## src/hw/rtl/iaca_pkg.sv

```systemverilog
// shared constants, types and slot routing for the interleaved converter channel averager
package iaca_pkg;

	localparam int SLOTS_PER_FRAME = 24;
	localparam int OUT_CHANNELS    = 16;
	localparam int MAX_FRAMES_DEF  = 64;
	localparam int SAMPLE_BITS     = 12;
	localparam int CFG_W           = 7;
	localparam int POS_W           = $clog2(SLOTS_PER_FRAME);
	localparam int CH_W            = $clog2(OUT_CHANNELS);

	localparam logic [CFG_W-1:0] FRAMES_RESET = 7'd50;

	typedef struct packed {
		logic            used;
		logic [CH_W-1:0] ch;
	} slot_route_t;

	// middle converter slots (1 mod 3) are dropped
	function automatic slot_route_t slot_route(input logic [POS_W-1:0] pos);
		slot_route_t r;
		r.used = 1'b1;
		r.ch   = '0;
		unique case (pos)
			5'd0:  r.ch = 4'd0;
			5'd3:  r.ch = 4'd1;
			5'd6:  r.ch = 4'd2;
			5'd9:  r.ch = 4'd3;
			5'd2:  r.ch = 4'd4;
			5'd5:  r.ch = 4'd5;
			5'd8:  r.ch = 4'd6;
			5'd11: r.ch = 4'd7;
			5'd14: r.ch = 4'd8;
			5'd17: r.ch = 4'd9;
			5'd12: r.ch = 4'd10;
			5'd15: r.ch = 4'd11;
			5'd18: r.ch = 4'd12;
			5'd21: r.ch = 4'd13;
			5'd20: r.ch = 4'd14;
			5'd23: r.ch = 4'd15;
			default: r.used = 1'b0;
		endcase
		return r;
	endfunction

endpackage

```

## src/hw/rtl/interleaved_adc_channel_averager_core.sv

```systemverilog
// interleaved converter channel averager: per-channel accumulate, shared serial divider on emit
//
//  channel  | signals                                   | request
//  ---------+-------------------------------------------+-------------------------------
//  input    | in_valid, in_stall, sample                | one converter slot sample
//  output   | out_valid, out_stall, channel, average,   | one channel average
//           | last                                      |
//  config   | frames_per_block_wr, frames_per_block     | frames per block, no read-back
//
// samples are taken one per cycle while accumulating.
// on the last slot of a block the 16 channels are divided one after another by a
// single restoring divider: per channel a load state, then one step per quotient bit
// (SUM_W bits, 18 at defaults), then an output state holding the result.
// in_stall stays high throughout the emit; out_stall only lengthens the result hold.
// reset clears all sums and the slot, frame and channel counters at once; no clearing pass is needed.
module interleaved_adc_channel_averager_core #(
	parameter int MAX_FRAMES = iaca_pkg::MAX_FRAMES_DEF
) (
	input  logic                             clk,
	input  logic                             arst_n,
	input  logic                             frames_per_block_wr,
	input  logic [iaca_pkg::CFG_W-1:0]       frames_per_block,
	input  logic                             in_valid,
	output logic                             in_stall,
	input  logic [iaca_pkg::SAMPLE_BITS-1:0] sample,
	output logic                             out_valid,
	input  logic                             out_stall,
	output logic [iaca_pkg::CH_W-1:0]        channel,
	output logic [iaca_pkg::SAMPLE_BITS-1:0] average,
	output logic                             last
);
	import iaca_pkg::*;

	localparam int SUM_W  = SAMPLE_BITS + $clog2(MAX_FRAMES);
	localparam int DIV_W  = $clog2(MAX_FRAMES + 1);
	localparam int STEP_W = $clog2(SUM_W);
	localparam logic [SUM_W-1:0] SAT = SUM_W'((1 << SAMPLE_BITS) - 1);

	typedef enum logic [1:0] {
		ST_ACC,
		ST_LOAD,
		ST_DIV,
		ST_OUT
	} state_t;

	state_t                 state_q;
	logic [CFG_W-1:0]       cfg_frames_q;
	logic [POS_W-1:0]       pos_q;
	logic [DIV_W-1:0]       frame_q;
	logic [CH_W-1:0]        ch_q;
	logic [SUM_W-1:0]       sums_q [OUT_CHANNELS];
	logic [DIV_W-1:0]       div_q;
	logic [DIV_W-1:0]       rem_q;
	logic [SUM_W-1:0]       quo_q;
	logic [STEP_W-1:0]      step_q;
	logic [SAMPLE_BITS-1:0] avg_q;

	slot_route_t            route;
	logic [CH_W-1:0]        rd_idx;
	logic [SUM_W-1:0]       rd_sum;
	logic [SUM_W-1:0]       sum_add;
	logic [DIV_W-1:0]       eff_frames;
	logic [DIV_W:0]         trial;
	logic                   ge;
	logic [DIV_W-1:0]       rem_nx;
	logic [SUM_W-1:0]       quo_nx;

	// zero acts as one, above the maximum clamps to it
	always_comb begin
		if (cfg_frames_q == '0) begin
			eff_frames = DIV_W'(1);
		end else if (32'(cfg_frames_q) > 32'(MAX_FRAMES)) begin
			eff_frames = DIV_W'(MAX_FRAMES);
		end else begin
			eff_frames = DIV_W'(cfg_frames_q);
		end
	end

	// one read port on the sums, shared by accumulate and divider load
	always_comb begin
		route   = slot_route(pos_q);
		rd_idx  = (state_q == ST_ACC) ? route.ch : ch_q;
		rd_sum  = sums_q[rd_idx];
		sum_add = rd_sum + SUM_W'(sample);
	end

	// restoring division, one quotient bit per cycle
	always_comb begin
		trial  = {rem_q, quo_q[SUM_W-1]};
		ge     = (trial >= {1'b0, div_q});
		rem_nx = ge ? DIV_W'(trial - {1'b0, div_q}) : trial[DIV_W-1:0];
		quo_nx = {quo_q[SUM_W-2:0], ge};
	end

	always_ff @(posedge clk or negedge arst_n) begin
		if (!arst_n) begin
			state_q      <= ST_ACC;
			cfg_frames_q <= FRAMES_RESET;
			pos_q        <= '0;
			frame_q      <= '0;
			ch_q         <= '0;
			for (int i = 0; i < OUT_CHANNELS; i++) begin
				sums_q[i] <= '0;
			end
		end else begin
			if (frames_per_block_wr) begin
				cfg_frames_q <= frames_per_block;
			end
			unique case (state_q)
				ST_ACC: begin
					if (in_valid) begin
						if (route.used) begin
							sums_q[rd_idx] <= sum_add;
						end
						if (pos_q == POS_W'(SLOTS_PER_FRAME - 1)) begin
							pos_q <= '0;
							if ((DIV_W + 1)'(frame_q) + 1'b1 < (DIV_W + 1)'(eff_frames)) begin
								frame_q <= frame_q + 1'b1;
							end else begin
								// divisor is whatever was in force when the block closed
								frame_q <= '0;
								div_q   <= eff_frames;
								ch_q    <= '0;
								state_q <= ST_LOAD;
							end
						end else begin
							pos_q <= pos_q + 1'b1;
						end
					end
				end
				ST_LOAD: begin
					quo_q          <= rd_sum;
					rem_q          <= '0;
					step_q         <= '0;
					sums_q[rd_idx] <= '0;
					state_q        <= ST_DIV;
				end
				ST_DIV: begin
					rem_q  <= rem_nx;
					quo_q  <= quo_nx;
					step_q <= step_q + 1'b1;
					if (step_q == STEP_W'(SUM_W - 1)) begin
						// saturate when a mid-block change pushed the quotient past sample range
						avg_q   <= (quo_nx > SAT) ? SAT[SAMPLE_BITS-1:0]
						                          : quo_nx[SAMPLE_BITS-1:0];
						state_q <= ST_OUT;
					end
				end
				ST_OUT: begin
					if (!out_stall) begin
						if (last) begin
							state_q <= ST_ACC;
						end else begin
							ch_q    <= ch_q + 1'b1;
							state_q <= ST_LOAD;
						end
					end
				end
				default: state_q <= ST_ACC;
			endcase
		end
	end

	assign in_stall  = (state_q != ST_ACC);
	assign out_valid = (state_q == ST_OUT);
	assign channel   = ch_q;
	assign average   = avg_q;
	assign last      = (ch_q == CH_W'(OUT_CHANNELS - 1));

endmodule

```

## config.mk

```make
export PLATFORM = sky130hd
export DESIGN_NAME = interleaved_adc_channel_averager_core
export DESIGN_NICKNAME = d
export VERILOG_FILES = /design/src/hw/rtl/iaca_pkg.sv /design/src/hw/rtl/interleaved_adc_channel_averager_core.sv
export SDC_FILE = /design/constraint.sdc
export NUM_CORES = 1
export LEC_CHECK = 0
export ABC_AREA = 1
export BUFFER_PORTS_ARGS = -buffer_cell sky130_fd_sc_hd__buf_4
export CORE_MARGIN = 5
export CORE_UTILIZATION = 45
export CTS_BUF_LIST = sky130_fd_sc_hd__clkbuf_4
export DETAILED_ROUTE_END_ITERATION = 6
export GPL_ROUTABILITY_DRIVEN = 0
export GPL_TIMING_DRIVEN = 0
export MAX_ROUTING_LAYER = met4
export PLACE_DENSITY = 0.61
export SLEW_MARGIN = 10
export SYNTH_ARGS = -nofsm -noshare
export SYNTH_HDL_FRONTEND = slang
export SYNTH_SLANG_ARGS = --single-unit
export TNS_END_PERCENT = 1
```

## constraint.sdc

```tcl
create_clock -name clk -period 6.5 [get_ports clk]
set_clock_uncertainty 0.2 [all_clocks]
set_input_delay 1.3 -clock clk [delete_from_list [all_inputs] [get_ports clk]]
set_output_delay 1.3 -clock clk [all_outputs]
set_load 0.005 [all_outputs]
```

==> results of run 1 <==
[area by class of cell]
| cell class | count | area share (%) |
|---|---|---|
| inverter | 221 | 4.19 |
| clock inverter | 29 | 0.666 |
| timing repair buffer | 46 | 2.07 |
| tap | 518 | 3.25 |
| antenna | 2 | 0.0251 |
| multi-input combinational | 1367 | 34.8 |
| buffer | 110 | 2.86 |
| clock buffer | 143 | 5.39 |
| sequential | 362 | 46.7 |
[cells in the final DEF (no fill, tap or decap), types with 3 or more instances in the layout]
| cell type | count |
|---|---|
| sky130_fd_sc_hd__clkbuf_1 | 53 |
| sky130_fd_sc_hd__nor2_4 | 6 |
| sky130_fd_sc_hd__a21oi_1 | 42 |
| sky130_fd_sc_hd__buf_4 | 55 |
| sky130_fd_sc_hd__nor2_1 | 83 |
| sky130_fd_sc_hd__nor2_2 | 17 |
| sky130_fd_sc_hd__dfstp_2 | 3 |
| sky130_fd_sc_hd__nand3b_1 | 7 |
| sky130_fd_sc_hd__nand4_1 | 31 |
| sky130_fd_sc_hd__nor3_1 | 6 |
| sky130_fd_sc_hd__o221ai_1 | 11 |
| sky130_fd_sc_hd__a211oi_1 | 3 |
| sky130_fd_sc_hd__nand3_1 | 65 |
| sky130_fd_sc_hd__inv_2 | 13 |
| sky130_fd_sc_hd__inv_1 | 200 |
| sky130_fd_sc_hd__nand2_4 | 3 |
| sky130_fd_sc_hd__clkbuf_2 | 3 |
| sky130_fd_sc_hd__buf_16 | 3 |
| sky130_fd_sc_hd__edfxtp_1 | 49 |
| sky130_fd_sc_hd__nand2_2 | 5 |
| sky130_fd_sc_hd__clkinv_1 | 29 |
| sky130_fd_sc_hd__dfrtp_1 | 310 |
| sky130_fd_sc_hd__a22oi_1 | 11 |
| sky130_fd_sc_hd__nand2_1 | 535 |
| sky130_fd_sc_hd__o22ai_1 | 133 |
| sky130_fd_sc_hd__buf_2 | 29 |
| sky130_fd_sc_hd__o21ai_0 | 248 |
| sky130_fd_sc_hd__clkbuf_4 | 147 |
| sky130_fd_sc_hd__ha_1 | 38 |
| sky130_fd_sc_hd__buf_6 | 7 |
| sky130_fd_sc_hd__a31oi_1 | 4 |
| sky130_fd_sc_hd__o21ai_1 | 79 |
| sky130_fd_sc_hd__nand3_2 | 3 |
| sky130_fd_sc_hd__xor2_1 | 10 |
| sky130_fd_sc_hd__or2_2 | 4 |
| sky130_fd_sc_hd__o21ai_2 | 3 |
[routing by layer]
layer  part of all wire [%]  wire (um)  global-route usage [%]  vias up
li1                       -          -                       -     7271
met1                     43      23900                    35.7     7556
met2                     46      25500                    39.7      659
met3                    9.4       5260                    6.95       92
met4                    2.3       1280                    7.90        0
met5                      0          0                       -        -
[worst max-delay path: cells and delay by family (launching register included)]
| kind | cells | cell delay (ps) |
|---|---|---|
| compound gates | 8 | 2120 |
| fa+ha+maj | 2 | 520 |
| buf+inv | 8 | 1310 |
| flops | 1 | 410 |
| simple gates | 11 | 1420 |
[what timing repair did]
action / in CTS / in global routing
pin swaps: 1 / 0
endpoints found under the setup margin: 61 / 128
gates resized for setup: 3 / 30
gates cloned: 0 / 0
setup buffers: 1 / 0
[worst paths after layout]
path	start	to	slack [ps]	cells past startpoint
max in group asynchronous	arst_n	sums_q[146]	4550	3
min	arst_n	sums_q[28]	240	1
min reg2reg	sums_q[251]	sums_q[251]	280	2
min in group clk	sums_q[251]	sums_q[251]	280	2
max	pos_q[0]	sums_q[211]	370	29
max reg2reg	pos_q[0]	sums_q[211]	370	29
[cell usage after synthesis, types with 4 or more instances]
| cell type | count | area (um2) |
|---|---|---|
| sky130_fd_sc_hd__buf_4 | 12 | 90.1 |
| sky130_fd_sc_hd__nor2_4 | 6 | 67.6 |
| sky130_fd_sc_hd__clkinv_1 | 7 | 26.3 |
| sky130_fd_sc_hd__edfxtp_1 | 49 | 1470 |
| sky130_fd_sc_hd__a21oi_1 | 43 | 215 |
| sky130_fd_sc_hd__ha_1 | 38 | 475 |
| sky130_fd_sc_hd__inv_2 | 11 | 41.3 |
| sky130_fd_sc_hd__o21ai_0 | 257 | 1290 |
| sky130_fd_sc_hd__buf_2 | 33 | 165 |
| sky130_fd_sc_hd__nand3_2 | 4 | 40.0 |
| sky130_fd_sc_hd__a31oi_1 | 6 | 37.5 |
| sky130_fd_sc_hd__nand3_1 | 65 | 325 |
| sky130_fd_sc_hd__nand4_1 | 31 | 194 |
| sky130_fd_sc_hd__o221ai_1 | 12 | 105 |
| sky130_fd_sc_hd__or2_2 | 4 | 25.0 |
| sky130_fd_sc_hd__xor2_1 | 10 | 87.6 |
| sky130_fd_sc_hd__nand2_1 | 535 | 2010 |
| sky130_fd_sc_hd__a22oi_1 | 11 | 82.6 |
| sky130_fd_sc_hd__dfrtp_1 | 310 | 7760 |
| sky130_fd_sc_hd__nand3b_1 | 7 | 52.6 |
| sky130_fd_sc_hd__clkbuf_1 | 57 | 214 |
| sky130_fd_sc_hd__nor3_1 | 7 | 35.0 |
| sky130_fd_sc_hd__nand2_2 | 5 | 31.3 |
| sky130_fd_sc_hd__o21ai_1 | 73 | 365 |
| sky130_fd_sc_hd__inv_1 | 201 | 754 |
| sky130_fd_sc_hd__nor2_2 | 17 | 106 |
| sky130_fd_sc_hd__o22ai_1 | 133 | 832 |
| sky130_fd_sc_hd__nor2_1 | 83 | 312 |
| sky130_fd_sc_hd__buf_6 | 7 | 78.8 |
[kinds of logic (layout without fill, tap and decap cells)]
group | count (synthesis) | count (layout) | share of synthesized area (%)
muxes | 1 | 1 | 0.0641
other | 0 | 2 | 0
buffers and inverters | 331 | 549 | 7.89
xor gates and xnor gates | 12 | 12 | 0.598
DFF | 362 | 362 | 53.0
and+or+nand+nor | 769 | 769 | 18.5
adders and majority gates | 40 | 40 | 2.93
AOI/OAI and AO/OA | 545 | 545 | 17.1
[through the flow]
step / hold slack, ps / setup TNS, ps
detailed placement: 267 / -9220
global route: 238 / 0
global placement: 264 / -10990
finish: 236 / 0
floorplan: 244 / 0
CTS: 213 / 0
[flip-flops by register name, summed over array words and instances (netlist names)]
name and count:
sums_q 288, average 12, cfg_frames_q 7, channel 4, rem_q 7, pos_q 5
state_q 2, step_q 5, quo_q 18, div_q 7, frame_q 7
==> impl_metrics.env, run 1 <==
export IMPL_path_clk_slew_ps=70
export IMPL_cts_max_path_buffers=3
export IMPL_grt_antenna_before_repair=2
export IMPL_cell_area_after_synthesis_um2=17600
export IMPL_die_height_um=208
export IMPL_first_iter_violations=1490
export IMPL_synth_enable_flop_cells=49
export IMPL_cpMostUsedCell="sky130_fd_sc_hd__nand2_1"
export IMPL_synth_seq_area_share_pct=53.0
export IMPL_yosys_register_bits=362
export IMPL_count_of_buffers_inserted_at_the_top_level_ports=42
export IMPL_unrepaired_setup_endpoints_after_global_routing="no"
export IMPL_filler_cell_count=3729
export IMPL_layout_area_seq_um2=9310
export IMPL_synth_yosys_warnings=0
export IMPL_routed_via_count=15600
export IMPL_initial_utilization_pct=45.5
export IMPL_setup_viol_count_final=0
export IMPL_globalRoute_totalOverflow=0
export IMPL_category_of_the_critical_setup_timing_path="reg -> reg"
export IMPL_utilization_pct=51.5
export IMPL_timing_worst_slew_pin_value_ps=1100
export IMPL_rows=72
export IMPL_numPlacedInstances=2623
export IMPL_crit_path_top_delay_cell="sky130_fd_sc_hd__o21ai_0"
export IMPL_first_global_vias=15100
export IMPL_timing_max_cap_violations=0
export IMPL_clock_insertion_delay_worst_skew_ps=850
export IMPL_syn_inst=2060
export IMPL_clock_tree_from_tritoncts="done"
export IMPL_antenna_violating_nets_post_route=0
export IMPL_dp_worst_setup_slack_ps=-316
export IMPL_data_required_time_at_the_worst_endpoint_ps=6890
export IMPL_cp_slowest_stage_delay_ps=640
export IMPL_chipWidth_um=208
export IMPL_cts_root_buf="sky130_fd_sc_hd__clkbuf_4"
export IMPL_top_level_ports=43
export IMPL_crit_fanout=10
export IMPL_start_kind="flop"
export IMPL_run_status="finished clean"
export IMPL_areaGrowthSynthToFinish_pct=13.3
export IMPL_pin_count_of_the_biggest_net_entering_global_routing=99
export IMPL_ys_flop_type="sky130_fd_sc_hd__dfrtp_1"
export IMPL_timing_max_slew_rel_slack_pct=26.1
export IMPL_worstHoldPathType="in -> async"
export IMPL_vias_per_cell=5.57
export IMPL_finalWorstSetupSlack_ps=366
export IMPL_timing_final_max_slew_violations=0
export IMPL_core_um2=38600
export IMPL_drtPass1Iterations=5
export IMPL_cp_data_arrival_time_ps=6530
export IMPL_avgSynthCellArea_um2=8.53
export IMPL_cts_hold_repair_buffers=0
export IMPL_grt_util_all_layers_pct=26.5
export IMPL_max_freq_mhz=163
export IMPL_end_kind="flop"
export IMPL_drt_wirelength_per_cell_um=20.0
export IMPL_clock_sinks=362
export IMPL_placed_area_um2=18600
export IMPL_fp_dieArea_um2=43100
export IMPL_finalNetCount=2271
export IMPL_yosysUniqueCellTypes=45
export IMPL_mappedNetlistNets=2124
export IMPL_final_hold_violation_count=0
export IMPL_multi_input_area_um2=6930
export IMPL_routed_wl_um=55900
export IMPL_cts_buffers_inserted=99
export IMPL_detailedPlacementHpwl_um=39900
export IMPL_drive_above_1_share_pct=14.0
export IMPL_grt_pass1_wl_um=87300
export IMPL_fin_area_um2=19900
export IMPL_layout_worst_path_cycle_share_pct=94.4
export IMPL_ys_async_sr_fraction_pct=86.5
export IMPL_final_cell_count_no_fill=2798
export IMPL_finalCriticalPeriod_ps=6130
export IMPL_htree_levels=3
export IMPL_post_detailed_route_drc_marker_count=0
Power of run 1 is not shown: default switching activity piles up to over one toggle a cycle in this logic, so the estimate is an artifact.
==> run 2, diff against run 1 <==
--- a/config.mk
+++ b/config.mk
@@ -8,13 +8,14 @@
 export ABC_AREA = 1
 export BUFFER_PORTS_ARGS = -buffer_cell sky130_fd_sc_hd__buf_4
 export CORE_MARGIN = 5
-export CORE_UTILIZATION = 45
+export CORE_UTILIZATION = 60
 export CTS_BUF_LIST = sky130_fd_sc_hd__clkbuf_4
+export CTS_CLUSTER_SIZE = 14
 export DETAILED_ROUTE_END_ITERATION = 6
 export GPL_ROUTABILITY_DRIVEN = 0
 export GPL_TIMING_DRIVEN = 0
 export MAX_ROUTING_LAYER = met4
-export PLACE_DENSITY = 0.61
+export PLACE_DENSITY = 0.77
 export SLEW_MARGIN = 10
 export SYNTH_ARGS = -nofsm -noshare
 export SYNTH_HDL_FRONTEND = slang
==> run 2 against run 1 <==
Via count is 4.1% higher. First-iteration DRC count up 43%. Highest routed layer unchanged. Sequential share of layout area increased by 0.30 points. Final cell count is 5.0% lower. Non-clock buffer count unchanged. Global-route usage rose by 7.2 points.
==> impl_metrics.env, run 2 (same netlist as run 1, synthesis figures left out) <==
export IMPL_rows=62
export IMPL_cts_hold_repair_buffers=0
export IMPL_routed_wl_um=54000
export IMPL_top_level_ports=43
export IMPL_r2r_cells=30
export IMPL_setup_viol_count_final=0
export IMPL_antenna_violating_nets_post_route=0
export IMPL_run_status="finished clean"
export IMPL_clock_sinks=362
export IMPL_post_detailed_route_drc_marker_count=0
export IMPL_worst_setup_path_startpoint="pos_q[0]"
export IMPL_numPlacedInstances=2489
export IMPL_top_library_cells_by_usage_in_the_layout_fill_and_taps_aside="sky130_fd_sc_hd__nand2_1 (535), sky130_fd_sc_hd__dfrtp_1 (310), sky130_fd_sc_hd__o21ai_0 (246)"
export IMPL_fp_dieArea_um2=32800
export IMPL_areaGrowthSynthToFinish_pct=12.6
export IMPL_category_of_the_critical_setup_timing_path="reg -> reg"
export IMPL_path_clk_slew_ps=60
export IMPL_end_kind="flop"
export IMPL_utilization_pct=68.8
export IMPL_finalCriticalPeriod_ps=6280
export IMPL_timing_final_max_slew_violations=0
export IMPL_worst_setup_ep="sums_q[48]"
export IMPL_first_global_vias=15500
export IMPL_start_kind="flop"
export IMPL_r2r_start="pos_q[0]"
export IMPL_grt_pass1_wl_um=85000
export IMPL_initial_utilization_pct=61.1
export IMPL_vias_per_cell=6.10
export IMPL_crit_fanout=10
export IMPL_globalRoute_totalOverflow=0
export IMPL_grt_util_all_layers_pct=33.6
export IMPL_unrepaired_setup_endpoints_after_global_routing="yes"
export IMPL_drive_above_1_share_pct=14.4
export IMPL_cp_data_arrival_time_ps=6700
export IMPL_fin_tns_setup_ps=0
export IMPL_detailedPlacementHpwl_um=38100
export IMPL_clock_tree_from_tritoncts="done"
export IMPL_worstHoldPathType="in -> async"
export IMPL_max_freq_mhz=159
export IMPL_drt_wirelength_per_cell_um=20.3
export IMPL_timing_max_cap_violations=0
export IMPL_timing_worst_slew_pin_value_ps=1170
export IMPL_layout_area_seq_um2=9310
export IMPL_count_of_buffers_inserted_at_the_top_level_ports=42
export IMPL_largest_register_ff_count=288
export IMPL_htree_levels=3
export IMPL_largest_register="sums_q"
export IMPL_cp_slowest_stage_delay_ps=460
export IMPL_grt_antenna_before_repair=1
export IMPL_layout_worst_path_cycle_share_pct=96.6
export IMPL_data_required_time_at_the_worst_endpoint_ps=6920
export IMPL_routed_via_count=16200
export IMPL_filler_cell_count=2276
export IMPL_final_hold_violation_count=0
export IMPL_die_height_um=181
export IMPL_rrSetupSlack_ps=220
export IMPL_timing_max_slew_rel_slack_pct=22.1
export IMPL_leading_cell_type_in_the_layout_fill_and_taps_excluded="sky130_fd_sc_hd__nand2_1"
export IMPL_cts_buffers_inserted=96
export IMPL_clock_insertion_delay_worst_skew_ps=770
export IMPL_chipWidth_um=181
export IMPL_multi_input_area_um2=6950
export IMPL_pin_count_of_the_biggest_net_entering_global_routing=116
export IMPL_drtPass1Iterations=6
export IMPL_crit_path_top_delay_cell="sky130_fd_sc_hd__o21ai_0"
export IMPL_worstReg2RegEnd="sums_q[48]"
export IMPL_core_um2=28800
export IMPL_cpMostUsedCell="sky130_fd_sc_hd__nand2_1"
export IMPL_first_iter_violations=2124
export IMPL_cts_max_path_buffers=3
export IMPL_final_cell_count_no_fill=2658
export IMPL_cts_root_buf="sky130_fd_sc_hd__clkbuf_4"
export IMPL_finalNetCount=2268
## run 2: worst min path at each step
stage | from | endpoint | slack [ps] | depth (start not counted)
final | arst_n | channel[3] | 280 | 1
after global routing | arst_n | pos_q[0] | 280 | 1
after CTS | arst_n | frame_q[2] | 250 | 1
after detailed placement | sums_q[251] | sums_q[251] | 270 | 2
after global placement | sums_q[215] | sums_q[215] | 270 | 2
after floorplan | sums_q[141] | sums_q[141] | 240 | 2
## run 2: through the flow
stage               setup WS, ps  hold slack (ps)  cell area, um2
detailed placement          -221              267           18500
floorplan                   1660              244           17600
global placement            -185              265           18400
global route               -51.3              276           19800
CTS                         3.97              250           19700
finish                       220              280           19800
## run 2: worst max-delay path, delay by kind of cell, from the launching register on
| family | cells | cell delay (ps) |
|---|---|---|
| compound gates | 6 | 1700 |
| simple gates | 14 | 1600 |
| buf+inv | 7 | 1410 |
| fa+ha+maj | 3 | 810 |
| flops | 1 | 410 |
## run 2: timing repair
| action | in CTS | in global routing |
|---|---|---|
| pin swaps | 0 | 2 |
| endpoints found under the hold margin | 0 | 0 |
| resized for setup | 3 | 33 |
| setup buffers | 0 | 2 |
| setup endpoints to repair | 52 | 171 |
## run 2: layer usage
layer	up-vias	part of all wire, %	track usage (%)
li1	7277	-	-
met1	7703	38	43.6
met2	1023	44	49.3
met3	219	14	10.8
met4	0	4.6	13.7
met5	-	0	-
## run 2: cell type report
cell class,instances,area share (%)
Buffer,109,2.84
Inverter,221,4.22
Antenna cell,1,0.0126
Multi-Input combinational cell,1367,35.1
Clock inverter,20,0.632
Timing Repair Buffer,47,2.12
Tap cell,384,2.43
Sequential cell,362,47.0
Clock buffer,147,5.58
Power of run 2 is left out for the same reason.
